### src/lrcas_pkg.sv
`default_nettype none
// ---------------------------------------------------------------------------
// lrcas_pkg
// Shared types and constants of the letter range count/assign/sort unit.
// ---------------------------------------------------------------------------
package lrcas_pkg;

    localparam int MAX_LENGTH = 1024;
    localparam int ADDR_W     = $clog2(MAX_LENGTH);
    localparam int POS_W      = 11;
    localparam int ALPHABET   = 26;
    localparam int LETTER_W   = 5;
    localparam int REQ_W      = 2;

    localparam logic [LETTER_W-1:0] EMPTY_CODE = '1;

    localparam logic [REQ_W-1:0] REQ_COUNT  = 2'd0;
    localparam logic [REQ_W-1:0] REQ_ASSIGN = 2'd1;
    localparam logic [REQ_W-1:0] REQ_SORT   = 2'd2;

    typedef enum logic [1:0] {
        K_COUNT,
        K_ASSIGN,
        K_SORT,
        K_ZERO
    } t_kind;

    typedef struct packed {
        t_kind               kind;
        logic [POS_W-1:0]    start;
        logic [POS_W-1:0]    stop;
        logic [LETTER_W-1:0] letter;
    } t_cmd;

endpackage
`default_nettype wire

### src/lrcas_front.sv
`default_nettype none
// ---------------------------------------------------------------------------
// lrcas_front
// Accepts request beats, checks range and letter, issues commands.
// ---------------------------------------------------------------------------
module lrcas_front (
    input  wire                            i_clk,
    input  wire                            i_rst_n,
    input  wire                            i_cfg_we,
    input  wire  [lrcas_pkg::POS_W-1:0]    i_cfg_wdata,
    input  wire                            i_valid,
    output logic                           o_ready,
    input  wire  [lrcas_pkg::REQ_W-1:0]    i_req_type,
    input  wire  [lrcas_pkg::POS_W-1:0]    i_range_start,
    input  wire  [lrcas_pkg::POS_W-1:0]    i_range_end,
    input  wire  [lrcas_pkg::LETTER_W-1:0] i_letter,
    input  wire                            i_q_full,
    output logic                           o_push,
    output lrcas_pkg::t_cmd                o_cmd
);
    logic [lrcas_pkg::POS_W-1:0] r_active_length;
    logic [lrcas_pkg::POS_W-1:0] limit;
    logic good, letter_ok, drop;

    always_ff @(posedge i_clk) begin
        if (!i_rst_n) begin
            r_active_length <= lrcas_pkg::POS_W'(lrcas_pkg::MAX_LENGTH);
        end else if (i_cfg_we) begin
            r_active_length <= i_cfg_wdata;
        end
    end

    always_comb begin
        limit = (r_active_length > lrcas_pkg::POS_W'(lrcas_pkg::MAX_LENGTH)) ?
                lrcas_pkg::POS_W'(lrcas_pkg::MAX_LENGTH) : r_active_length;
        good = (i_range_start != '0) && (i_range_start <= i_range_end) &&
               (i_range_end <= limit);
        letter_ok = (i_letter < lrcas_pkg::LETTER_W'(lrcas_pkg::ALPHABET));
        drop = 1'b0;
        o_cmd.start  = i_range_start;
        o_cmd.stop   = i_range_end;
        o_cmd.letter = i_letter;
        o_cmd.kind   = lrcas_pkg::K_ZERO;
        unique case (i_req_type)
            lrcas_pkg::REQ_COUNT: begin
                o_cmd.kind = (good && letter_ok) ? lrcas_pkg::K_COUNT : lrcas_pkg::K_ZERO;
            end
            lrcas_pkg::REQ_ASSIGN: begin
                o_cmd.kind = lrcas_pkg::K_ASSIGN;
                drop = !(good && letter_ok);
            end
            lrcas_pkg::REQ_SORT: begin
                o_cmd.kind = lrcas_pkg::K_SORT;
                drop = !good;
            end
            default: begin
                drop = 1'b1;
            end
        endcase
    end

    assign o_ready = !i_q_full;
    assign o_push  = i_valid && !i_q_full && !drop;

endmodule
`default_nettype wire

### config.mk
export PLATFORM = sky130hd
export DESIGN_NAME = lrcas_front
export DESIGN_NICKNAME = d
export VERILOG_FILES = /design/src/lrcas_pkg.sv /design/src/lrcas_front.sv
export SDC_FILE = /design/constraint.sdc
export NUM_CORES = 1
export LEC_CHECK = 0
export BUFFER_PORTS_ARGS = -buffer_cell sky130_fd_sc_hd__buf_2
export CAP_MARGIN = 20
export CORE_MARGIN = 2
export CORE_UTILIZATION = 35
export CTS_CLUSTER_SIZE = 16
export DETAILED_ROUTE_END_ITERATION = 12
export GPL_TIMING_DRIVEN = 0
export HOLD_SLACK_MARGIN = 0.12
export PLACE_DENSITY = 0.66
export SLEW_MARGIN = 40
export SYNTH_ARGS = -nofsm -noshare
export SYNTH_HDL_FRONTEND = slang
export SYNTH_SLANG_ARGS = --single-unit
### constraint.sdc
create_clock -name i_clk -period 2.3 [get_ports i_clk]
set_input_delay 0.115 -clock i_clk [delete_from_list [all_inputs] [get_ports i_clk]]
set_output_delay 0.115 -clock i_clk [all_outputs]
set_load 0.02 [all_outputs]
==> run summary <==
Dividing the final minimum period by the clock period gives 100.4%. The run gives 11 as the pin count of the biggest net entering global routing. Clock latency on the worst-skew pair, taken at its later pin, is 0.24 ns. The transition at the pin with the smallest max-transition slack works out to 0.3824 ns.

Minimum setup slack in the final design: -0.009937 ns. Endpoint class of the critical path: an output port. The worst pin sits at a relative slew slack of 74.46%. The H-tree depth reported by CTS is 1, and the setup TNS is -0.02732 ns. Clock tree synthesis found a total of 11 sinks.

The type of the worst min-delay path is primary input to register. In this run the static leakage power is 1.016 nW. The die is 64.92 um tall. Derived from the worst setup path, the maximum achievable clock frequency is 432.9 MHz. The clock transition at the registers of the reported paths is 0.05 ns, and the total global routing track utilization is 14.13%.

The tools report the number of clock buffers inserted by TritonCTS as 3. The synthesized design spends more area on one cell type than any other, namely ha_1. The completed layout was analyzed and its total power is 0.7168 mW. Worst-case vdd ir drop: 0.0003120 V. The tools report the master cell of the clock root buffer as clkbuf_8.

The commonest cells after synthesis are 27 x buf_4, 22 x ha_1, 18 x inv_1, 13 x nand2_1. The synthesized netlist net count is 226. In this run the power density over the cells is 380.1 nW/um2. The tools report the leftover overflow at the end of global routing as 0. The worst path needs 2.310 ns of the cycle, external delays included. The register with the most flip-flops in the layout has 11 of them. The register bank with the most flops was r_active_length. The fraction of final layout cells sized beyond drive strength 1 was 50.42%. The final wirelength is 2.998 mm, and the layout-stage area growth over the synthesis result is 45.18%. The tools report the final count of pins violating max slew as 0. From left edge to right edge, the die measures 64.92 um. By instance count, the leading cell after synthesis is buf_4.

The half-perimeter wire length after placement is 2.590 mm, and the area inside the core boundary is 3606 um2. The worst clock skew came out at 0 ns. After synthesis, the cell types taking the most area are ha_1 21%, dfxtp_1 17%, buf_4 16%, mux2i_1 7.7%, nor2b_1 5.3%.

The checks that failed: setup timing. After synthesis, the share of flip-flops with an asynchronous set or reset is 0%. The synthesized netlist contains 30 unique library cells. Remaining antenna violation count: 0. The yosys synthesis warning count came out at 0. First-pass GRT wire length: 4.726 mm.

The synthesized netlist occupies a cell area of 1299 um2. After the first detailed-routing iteration, the DRC count stood at 7. The initial antenna violation count was 0. In this run the worst path has a maximum fanout of 6. The tools report the number of diodes added for antenna fixing as 0.

Sequential elements use 16.96% of the synthesized area. For the number of failing setup endpoints in the final timing report, the log shows 3. The tightest hold path in the finished design has a slack of 0.1303 ns.

The synthesized flop and latch total came out at 11. The DRC violation count after routing was 0; the number of global-route vias before repair was 1119. TritonCTS built the clock tree. Primary flip-flop cell chosen by synthesis mapping: dfxtp_1. Setup slack on the worst reg-to-reg path comes out at 1.56 ns. For the data required time of the critical path, the log shows 2.18 ns. No sink is reached through more buffers than the 2 on the longest clock path.

Once the floorplan was initialized, standard cells occupied 36.02% of the core. The number of vias per cell is 4.354. In the final routed layout, each cell accounts on average for 10.41 um.

During placement, the flow inserted port buffers numbering 74. The count of flip-flops with a built-in enable after synthesis works out to 0. The run gives 4 as the first-pass iteration count of the detailed router.

For this design the top-level I/O count stands at 76. The die covers 4214 um2. Of the post-synthesis cell area, the dominant cell type holds 21.19%. The count of standard-cell rows was 22; the number of max-cap violations was 0.

The number of hold-slack violations in the final timing report was 0. The largest registers in the layout are r_active_length (11). At the end of routability-driven placement, the weighted congestion stood at 0.7133. Detailed routing inserted a total of 1254 vias. Setup repair after global routing could not meet its margin everywhere. The tools report the number of nets in the finished design as 308. Path type of the worst setup path: register to output port. Synthesis produced 159 cells. STA classifies the critical path startpoint as a register. Averaged over all synthesized cells, the footprint is 8.168 um2.

The signal arrival time at the worst endpoint is 2.19 ns. The flow ran to the end, but the final reports show violations.
==> report_power, final <==
part / leakage, nW / total [mW] / internal [mW] / switching (mW)
Clock: 0.0228 / 0.193 / 0.122 / 0.0711
Sequential: 0.0907 / 0.211 / 0.203 / 0.00756
Combinational: 0.902 / 0.313 / 0.155 / 0.159
Total: 1.02 / 0.717 / 0.480 / 0.237
==> critical path: stages, from the launching register on <==
cell	delay, ns
dfxtp_2	0.35
inv_4	0.05
buf_6	0.13
ha_1	0.34
nand3_2	0.10
or3_1	0.37
a21oi_2	0.17
o221ai_2	0.14
a21o_1	0.19
buf_6	0.13
==> final cells by class <==
cell class / instances / area (um2)
repair buffers: 78 / 427.9
inverters: 18 / 70.07
well taps: 48 / 60.06
flip-flops and latches: 11 / 221.5
plain buffers: 29 / 211.5
multi-input cells: 100 / 849.6
fillers: 352 / 1720
clock buffers: 4 / 45.04
==> cells by family (layout without fill, tap and decap cells) <==
logic type / count (synthesis) / in the layout / share of synthesized area [%]
AOI/OAI and AO/OA: 23 / 23 / 13.58
adders and majority gates: 22 / 22 / 21.19
buffers and inverters: 48 / 129 / 21.77
DFF: 11 / 11 / 16.96
muxes: 10 / 10 / 7.707
and+or+nand+nor: 45 / 45 / 18.79
==> layer usage <==
layer  GRT usage [%]  vias up  part of all wire [%]
met5               0        -                     0
met4           6.383        0                   1.4
met3           2.257        3                   5.5
met2           23.97       34                    49
met1           17.44      529                    44
li1                -      688                     -
==> what timing repair did <==
| item | 4_1_cts | 5_1_grt |
|---|---|---|
| buffers inserted | 2 | 0 |
| hold endpoints to repair | 2 | 0 |
| hold buffers | 2 | 0 |
| cloned | 0 | 0 |
| endpoints found under the setup margin | 3 | 3 |
| pin swaps | 9 | 1 |
| gates resized for setup | 17 | 2 |
==> final timing paths <==
check / depth (start not counted) / start / endpoint
worst max-delay path: 9 / r_active_length[10]$_SDFFE_PN1P_ / o_cmd[27]
worst min-delay path: 3 / i_cfg_wdata[4] / r_active_length[4]$_SDFFE_PN0P_
worst max register to register: 3 / r_active_length[10]$_SDFFE_PN1P_ / r_active_length[10]$_SDFFE_PN1P_
worst min register to register: 2 / r_active_length[4]$_SDFFE_PN0P_ / r_active_length[4]$_SDFFE_PN0P_
==> layout by cell type (no fill, tap or decap), types with 2 or more instances in the layout <==
master and instances:
inv_1 17, nand4_1 5, nor3_1 2, ha_1 20, a21o_1 2, nand3_1 3
buf_2 72, nand3b_1 2, a21oi_1 7, nor2b_1 11, mux2i_1 10, buf_6 4
nor4_1 2, o211ai_1 3, nor2_1 2, dfxtp_1 10, ha_4 2, buf_4 28
nand2_1 11, a21oi_2 2, clkbuf_1 2, dlygate4sd3_1 2, and3_1 2, o221ai_1 2
clkbuf_8 3
==> through the flow <==
stage | area [um2] | worst slack, ns | util (%) | instances
2_1_floorplan | 1299 | 0.1233 | - | 159
3_3_place_gp | 1729 | -0.1630 | 47.95 | 281
3_5_place_dp | 1729 | -0.2414 | 47.95 | 281
4_1_cts | 1877 | -0.03465 | 52.05 | 288
5_1_grt | 1886 | -0.1410 | 52.29 | 288
6_report | 1886 | -0.009937 | 52.29 | 288
No activity file was read; power rests on OpenSTA's default activity.
