**config.mk**
```make
export PLATFORM = sky130hd
export DESIGN_NAME = lrcas_queue
export DESIGN_NICKNAME = d
export VERILOG_FILES = /design/src/lrcas_pkg.sv /design/src/lrcas_queue.sv
export SDC_FILE = /design/constraint.sdc
export NUM_CORES = 1
export LEC_CHECK = 0
export BUFFER_PORTS_ARGS = -buffer_cell sky130_fd_sc_hd__buf_2
export CORE_MARGIN = 2
export CORE_UTILIZATION = 25
export CTS_BUF_LIST = sky130_fd_sc_hd__clkbuf_16
export DETAILED_ROUTE_END_ITERATION = 12
export SLEW_MARGIN = 20
export SYNTH_ARGS = -nofsm -noshare
export SYNTH_HDL_FRONTEND = slang
export SYNTH_SLANG_ARGS = --single-unit
```
**constraint.sdc**
```tcl
create_clock -name i_clk -period 4.3 [get_ports i_clk]
set_clock_uncertainty 0.15 [all_clocks]
set_input_delay 0.645 -clock i_clk [delete_from_list [all_inputs] [get_ports i_clk]]
set_output_delay 0.645 -clock i_clk [all_outputs]
set_load 0.01 [all_outputs]
```
**src/lrcas_pkg.sv**
```systemverilog
`default_nettype none
// ---------------------------------------------------------------------------
// lrcas_pkg
// Shared types and constants of the letter range count/assign/sort unit.
// ---------------------------------------------------------------------------
package lrcas_pkg;

    localparam int MAX_LENGTH = 1024;
    localparam int ADDR_W     = $clog2(MAX_LENGTH);
    localparam int POS_W      = 11;
    localparam int ALPHABET   = 26;
    localparam int LETTER_W   = 5;
    localparam int REQ_W      = 2;

    localparam logic [LETTER_W-1:0] EMPTY_CODE = '1;

    localparam logic [REQ_W-1:0] REQ_COUNT  = 2'd0;
    localparam logic [REQ_W-1:0] REQ_ASSIGN = 2'd1;
    localparam logic [REQ_W-1:0] REQ_SORT   = 2'd2;

    typedef enum logic [1:0] {
        K_COUNT,
        K_ASSIGN,
        K_SORT,
        K_ZERO
    } t_kind;

    typedef struct packed {
        t_kind               kind;
        logic [POS_W-1:0]    start;
        logic [POS_W-1:0]    stop;
        logic [LETTER_W-1:0] letter;
    } t_cmd;

endpackage
`default_nettype wire

```
**src/lrcas_queue.sv**
```systemverilog
`default_nettype none
// ---------------------------------------------------------------------------
// lrcas_queue
// Two-entry command queue between front and back.
// ---------------------------------------------------------------------------
module lrcas_queue (
    input  wire                   i_clk,
    input  wire                   i_rst_n,
    input  wire                   i_push,
    input  wire lrcas_pkg::t_cmd  i_cmd,
    output logic                  o_full,
    input  wire                   i_pop,
    output logic                  o_valid,
    output lrcas_pkg::t_cmd       o_cmd
);
    lrcas_pkg::t_cmd r_slot [2];
    logic       r_wp, r_rp;
    logic [1:0] r_cnt;

    always_ff @(posedge i_clk) begin
        if (!i_rst_n) begin
            r_wp  <= 1'b0;
            r_rp  <= 1'b0;
            r_cnt <= 2'd0;
        end else begin
            if (i_push) r_wp <= !r_wp;
            if (i_pop)  r_rp <= !r_rp;
            r_cnt <= r_cnt + {1'b0, i_push} - {1'b0, i_pop};
        end
    end

    always_ff @(posedge i_clk) begin
        if (i_push) r_slot[r_wp] <= i_cmd;
    end

    assign o_full  = (r_cnt == 2'd2);
    assign o_valid = (r_cnt != 2'd0);
    assign o_cmd   = r_slot[r_rp];

endmodule
`default_nettype wire

```
==> flow_summary.toml, run 1 <==
[clock_network]
cts-root-buf = "clkbuf_16"
numCtsBuffers = 9
cts.path.max_buffers = 2
cts_tree = "done"
cts_setup_buffers = 0
postCtsHoldBufs = 0
cts.repair.resized = 0
cts.clk_slew.worst_paths_ns = 0.05
htreeDepth = 3
clock-sinks = 63
clk_latency_ns = 0.31

[placed_design]
portBuffers = 63
place.gp.congestion = 0.5967
dp_hpwl_mm = 2.489
placed_cell_area_um2 = 2804

[worst_setup_path]
critPathRequiredTime_ns = 3.50
worstPathMaxFanout = 29
critical_path_class = "register to primary output"
crit_slowest_cell = "dfxtp_2"
crit_arrival_ns = 1.78
worstSetupStartpointType = "register"
path_cells = "mux2_2, buf_2"
max_stage_delay_ns = 0.89
end_kind = "primary output"

[timing]
finalMaxSlewViolations = 0
hold_viol_final = 0
finalCritPeriodShare_pct = 59.85
setup_viol = 0
max_freq_ghz = 0.3886
finalCriticalPeriod_ns = 2.574
worst_slew_pin_slew_ns = 0.9391
relSlewSlack_pct = 37.26
finalSetupTns_ns = 0
rsz0062_at_grt = "no"

[synthesis]
synth_cell_types = 14
synth_compound_area_share_pct = 0.3180
synthMuxAreaShare_pct = 15.42
synthSimpleGateAreaFrac_pct = 2.385
synth_top_family_by_area = "multiplexers"
synth-xor-area-share_pct = 1.325
syn_inst = 111
syn_nets = 146
syn_area_per_cell_um2 = 21.27
synth-seq-area-share_pct = 78.01
ys_seq_elements = 63
syn_area_um2 = 2361
yosys_warnings = 0
synth-adder-area-share_pct = 1.060

[outcome]
status = "complete, no violations"

[routing]
viasPerCell = 4.037
finalWirelength_mm = 3.982
initialDrtViolationCount = 22
drc = 0
drtPass1Iterations = 3
post_drt_wl_per_cell_um = 13.32
ant_nets = 0
vias = 1207

[layout]
fin_area_um2 = 3109
nFillCells = 928
drive_above_1_share_pct = 57.45
final_cell_mix = "buf_2, edfxtp_1, mux2_2"
mostFrequentLayoutCell = "buf_2"
n_antenna_cell = 0
nNetsFinal = 218
areaGrowthSynthToFinish_pct = 31.69
multi_input_area_um2 = 491.7
seq_area_um2 = 1843

[global_route]
grt_pass1_wl_mm = 5.816
grt_pass1_vias = 1219
grt_use_total_pct = 8.146
antenna_found_initial = 1
grt_max_degree = 31
gr-total-overflow = 0

[power_and_ir_drop]
irDropWorstVdd_v = 0.0002410
p_leak_uw = 0.001217
power_density_nw_per_um2 = 516.1

[floorplanning]
dieWidth_um = 101.2
die_h_um = 101.2
std_cell_rows = 35
design.die.area_um2 = 10240
io_pins = 64
core_um2 = 9196
initial_core_util_pct = 25.67

[min_path]
hp-class = "input port to register"

[job]
max-cap-violations = 0
[registers in the layout, indices dropped and copies added (netlist names), named ones only]
name / cells
r_rp: 1
r_slot: 58
r_wp: 1
r_cnt: 2
[cells by family after synthesis]
kind of cell | after synthesis
flops | 63
compound gates | 1
fa+ha+maj | 2
xor+xnor | 2
mux | 29
buf+inv | 5
simple gates | 9
[worst paths after layout]
kind	startpoint	to	slack [ns]	cells past startpoint
worst max register to register	r_wp	r_slot[0][28]	2.69	1
worst min-delay path	i_cmd[16]	r_slot[0][16]	0.36	1
worst max-delay path	register	o_cmd[15]	1.73	2
worst min register to register	r_rp	register	0.42	2
[worst max-delay path: cells and delay by family, from the launching register on]
family   cells  cell delay (ns)
flops        1             0.89
mux          1             0.43
buf+inv      1             0.14
[metal layers]
metal | share of wire, % | GRT usage (%) | vias up
met5 | 0.33 | 0 | -
met4 | 1.0 | 3.430 | 2
met3 | 9.0 | 5.659 | 7
met2 | 50 | 13.19 | 43
met1 | 39 | 8.114 | 584
li1 | - | - | 571
[Yosys cell counts]
library cell	number	area [um^2]
buf_2	1	5.000
mux2_2	19	214.0
and2_1	4	25.02
ha_1	2	25.02
inv_1	2	7.510
edfxtp_1	58	1742
buf_6	2	22.52
o21a_1	1	7.510
mux2_4	10	150.1
xor2_1	1	8.760
dfxtp_1	5	100.1
nor2b_1	4	25.02
xnor3_1	1	22.52
or2_2	1	6.260
[layout make-up]
| cell class | instances | area share [%] |
|---|---|---|
| clock inverters | 7 | 2.575 |
| flip-flops and latches | 63 | 59.28 |
| repair buffers | 64 | 10.38 |
| multi-input cells | 43 | 15.81 |
| clock buffers | 9 | 7.243 |
| inverters | 2 | 0.2414 |
| well taps | 111 | 4.467 |
[metrics by stage]
step                      cells  power, uW  util, %  setup WS (ns)  hold WS (ns)
after floorplan             111      832.5        -          1.735        0.4046
after global placement      283      893.1    30.49          2.011        0.4097
after detailed placement    283      896.8    30.49          2.017        0.4176
after CTS                   299       1637    33.81          1.658        0.3468
after global routing        299       1669    33.81          1.624        0.3473
final                       299       1605    33.81          1.726        0.3630
[where the power goes]
| group | switching [uW] | internal (uW) | total, uW | leakage (uW) |
|---|---|---|---|---|
| combinational | 63.5 | 84.1 | 148 | 0.000474 |
| clock | 228 | 497 | 724 | 0.000157 |
| sequential | 23.2 | 710 | 733 | 0.000586 |
(Power assumes the default switching activity.)
==> run 2, diff against run 1 <==
Clock period 4.3 ns to 2.4 ns, I/O delays scaled along.
==> run 2 against run 1 <==
Against the previous run:
- clock power is 81% higher
- routed wire length grew 5.2%
- utilization is 0.52 points higher
- via count grew 0.75%
- die area stayed put
- setup slack worse by 1.4 ns
- sequential share of layout area decreased by 0.89 points
- global-route usage rose by 0.53 points
- final cell count up 1.0%
- total power rose by 80%
- sequential cell count is the same
- sequential power rose by 77%
- critical endpoint is now o_cmd[6]
==> flow_summary.toml, run 2 (same netlist as run 1, synthesis figures left out) <==
[outcome]
status = "complete, no violations"

[layout]
n_antenna_cell = 0
largest_register = "r_slot"
largest_reg_flops = 58
nNetsFinal = 221
reg_top3 = "r_slot: 58 flops, r_cnt: 2 flops"
final_cell_mix = "buf_2, edfxtp_1, mux2_2"
mostFrequentLayoutCell = "buf_2"
drive_above_1_share_pct = 58.12
areaGrowthSynthToFinish_pct = 33.70

[clock_network]
cts_setup_buffers = 0
cts_tree = "done"
cts-root-buf = "clkbuf_16"
clk_latency_ns = 0.31
numCtsBuffers = 9
htreeDepth = 3
postCtsHoldBufs = 0
cts.repair.resized = 0
cts.clk_slew.worst_paths_ns = 0.05
clock-sinks = 63
cts.path.max_buffers = 2

[global_route]
grt_pass1_wl_mm = 6.189
antenna_found_initial = 1
grt_pass1_vias = 1280
grt_max_degree = 20
gr-total-overflow = 0
grt_use_total_pct = 8.674

[placed_design]
dpl_worst_slack_ns = 0.6271
dp_hpwl_mm = 2.925
portBuffers = 63
place.gp.congestion = 0.6417

[timing]
finalCriticalPeriod_ns = 2.056
rsz0062_at_grt = "no"
setup_viol = 0
finalCritPeriodShare_pct = 85.69
hold_viol_final = 0
relSlewSlack_pct = 72.26
finalMaxSlewViolations = 0
max_freq_ghz = 0.4863
finalSetupTns_ns = 0
worst_slew_pin_slew_ns = 0.4152
setup_ws_ns = 0.3435

[routing]
initialDrtViolationCount = 23
finalWirelength_mm = 4.190
drtPass1Iterations = 4
ant_nets = 0
viasPerCell = 4.026
drc = 0
post_drt_wl_per_cell_um = 13.87
vias = 1216

[floorplanning]
die_h_um = 101.2
dieWidth_um = 101.2
core_um2 = 9196
io_pins = 64
design.die.area_um2 = 10240
initial_core_util_pct = 25.67
std_cell_rows = 35

[worst_setup_path]
r2r_setup_slack_ns = 0.86
critical_path_class = "register to primary output"
crit_arrival_ns = 1.55
end_kind = "primary output"
critPathRequiredTime_ns = 1.89
worstSetupStartpointType = "register"
worstPathMaxFanout = 19

[power_and_ir_drop]
p_leak_uw = 0.001240
power_density_nw_per_um2 = 917.2
irDropWorstVdd_v = 0.0003431
finalPower_uw = 2896

[min_path]
hp-class = "input port to register"

[job]
max-cap-violations = 0
-- run 2: final timing paths --
check                               start       endpoint  cells after the start
worst max register to register   r_cnt[0]       r_cnt[1]                      6
worst max-delay path             register       o_cmd[6]                      3
worst min-delay path            i_cmd[19]  r_slot[0][19]                      1
worst min register to register       r_rp           r_rp                      2
-- run 2: metal layers --
| metal | GRT usage, % | part of all wire (%) |
|---|---|---|
| met1 | 8.870 | 40 |
| met2 | 14.42 | 50 |
| met4 | 4.678 | 1.8 |
| met5 | 0 | 0.31 |
| met3 | 4.486 | 7.7 |
-- run 2: layout make-up --
class	count	area, um^2
flip-flops and latches	63	1843
well taps	111	138.9
fillers	898	6040
inverters	2	7.507
clock inverters	7	80.08
repair buffers	67	370.4
multi-input cells	43	491.7
clock buffers	9	225.2
-- run 2: through the flow --
step	utilization, %	cell area [um^2]	instances	hold slack (ns)
floorplan	-	2361	111	0.3089
global placement	31.01	2851	286	0.3986
detailed placement	31.01	2851	286	0.4041
CTS	34.33	3157	302	0.06699
global route	34.33	3157	302	0.06763
finish	34.33	3157	302	0.08167
-- run 2: where the power goes --
group	internal, uW	switching (uW)	leakage, uW
sequential	1270	26.5	0.000586
clock	890	416	0.000157
combinational	162	131	0.000497
total	2320	573	0.00124
-- run 2: critical path, stage by stage, from the launching register on --
cell	delay (ns)
dfxtp_2	0.50
buf_12	0.23
mux2_2	0.35
buf_2	0.14
==> run 3, diff against run 2 <==
Settings changed: CORE_ASPECT_RATIO from default to 2.
==> run 3 against run 2 <==
Against the previous run:
- critical path depth did not move
- combinational power fell by 2%
- utilization fell by 0.85 points
- largest cell class unchanged
- worst hold slack got worse by 0.0086 ns
- total power fell by 3.0%
- routed wire length fell by 1.1%
- final area fell by 1.8%
- largest power group is now sequential cells
- global-route usage rose by 0.25 points
- first-iteration DRC count rose to 3.3 times the previous value
- critical path type unchanged
- die area rose by 0.46%
==> flow_summary.toml, run 3 (same netlist as run 1, synthesis figures left out) <==
[clock_network]
numCtsBuffers = 9
clk_latency_ns = 0.32
cts.path.max_buffers = 2
cts.repair.resized = 0
cts.clk_slew.worst_paths_ns = 0.05
clock-sinks = 63
cts-root-buf = "clkbuf_16"
cts_tree = "done"
postCtsHoldBufs = 0
cts_setup_buffers = 0
htreeDepth = 3

[worst_setup_path]
path_cells = "buf_4, mux2_2, buf_2"
worstPathMaxFanout = 29
crit_slowest_cell = "mux2_2"
cpLargestDelayFamily = "buffers and inverters"
critPathRequiredTime_ns = 1.89
end_kind = "primary output"
cp_num_buf_inv = 2
crit_arrival_ns = 1.56
r2r_setup_slack_ns = 0.85
max_stage_delay_ns = 0.39
worstSetupStartpointType = "register"
critical_path_class = "register to primary output"

[routing]
finalWirelength_mm = 4.142
vias = 1208
initialDrtViolationCount = 76
post_drt_wl_per_cell_um = 14.09
viasPerCell = 4.109
drtPass1Iterations = 4
ant_nets = 0
drc = 0

[outcome]
status = "complete, no violations"

[placed_design]
dp_hpwl_mm = 2.774
placed_cell_area_um2 = 2810
post-place-cells = 278
portBuffers = 63
place.gp.congestion = 0.6669
dpl_worst_slack_ns = 0.6422

[layout]
drive_above_1_share_pct = 59.47
final_cells = 294
n_antenna_cell = 0
largest_reg_flops = 58
areaGrowthSynthToFinish_pct = 31.27
largest_register = "r_slot"
nFillCells = 935
final_cell_mix = "buf_2, edfxtp_1, mux2_2"
mostFrequentLayoutCell = "buf_2"
reg_top3 = "r_slot: 58 flops, r_cnt: 2 flops"
nNetsFinal = 220
multi_input_area_um2 = 491.7
seq_area_um2 = 1843
fin_area_um2 = 3099

[power_and_ir_drop]
irDropWorstVdd_v = 0.0004870
p_leak_uw = 0.001209
power_density_nw_per_um2 = 906.2

[global_route]
grtUsageMet1_pct = 8.035
grt_pass1_vias = 1285
gr-total-overflow = 0
gr-usage-met3_pct = 4.119
antenna_found_initial = 0
grt_max_degree = 30
grt_pass1_wl_mm = 6.417
grt_use_met2_pct = 14.93
grt_use_total_pct = 8.925
gr-max-usage-layer = "met2"

[timing]
setup_viol = 0
rsz0062_at_grt = "no"
relSlewSlack_pct = 70.15
hold_viol_final = 0
finalCriticalPeriod_ns = 2.069
max_freq_ghz = 0.4832
worst_slew_pin_slew_ns = 0.4477
finalCritPeriodShare_pct = 86.22
finalMaxSlewViolations = 0
setup_ws_ns = 0.3306
finalSetupTns_ns = 0
hold_slack_ns = 0.07308

[floorplanning]
core_um2 = 9259
initial_core_util_pct = 25.50
design.die.area_um2 = 10280
std_cell_rows = 50
io_pins = 64
dieWidth_um = 72.72
die_h_um = 141.4

[min_path]
hp-class = "input port to register"

[job]
max-cap-violations = 0
## run 3: changes by cell type in the layout (fill, tap and decap cells not counted), sizes merged
cell	previous run	this run
buf	67	66
bufinv	2	1
clkinv	3	4
clkinvlp	0	2
inv	4	2
## run 3: area by class of cell
type	instances	area share, %
Timing Repair Buffer	66	10.90
Clock buffer	9	7.267
Tap cell	104	4.199
Inverter	2	0.2422
Sequential cell	63	59.47
Multi-Input combinational cell	43	15.87
Clock inverter	7	2.059
## run 3: worst reg2reg max path, cell delays in order, from the launching register on
cell and delay, ns:
dfxtp_1 0.35, inv_1 0.05, ha_1 0.26, inv_1 0.06
ha_1 0.14, xnor3_1 0.37, nor2b_1 0.11
## run 3: path summary, 6_finish.rpt
| kind | start | to | cells past startpoint |
|---|---|---|---|
| min reg2reg | r_rp | register | 2 |
| max reg2reg | r_cnt[0] | r_cnt[1] | 6 |
| max | register | o_cmd[5] | 3 |
| min | i_cmd[18] | r_slot[1][18] | 1 |
## run 3: per-stage QoR
stage	power [uW]	utilization (%)
after global routing	2922	33.47
after detailed placement	1607	30.35
after floorplan	1492	-
after CTS	2867	33.47
after global placement	1598	30.35
final	2809	33.47
## run 3: layer usage
| layer | wire [um] | up-vias |
|---|---|---|
| met4 | 136 | 0 |
| met3 | 318 | 10 |
| li1 | - | 575 |
| met1 | 1390 | 581 |
| met2 | 2296 | 42 |
| met5 | 0 | - |
## run 3: power breakdown
group / internal [uW] / total (uW) / switching, uW
combinational: 153 / 288 / 135
sequential: 1270 / 1290 / 19.3
clock: 792 / 1230 / 439
total: 2220 / 2810 / 593
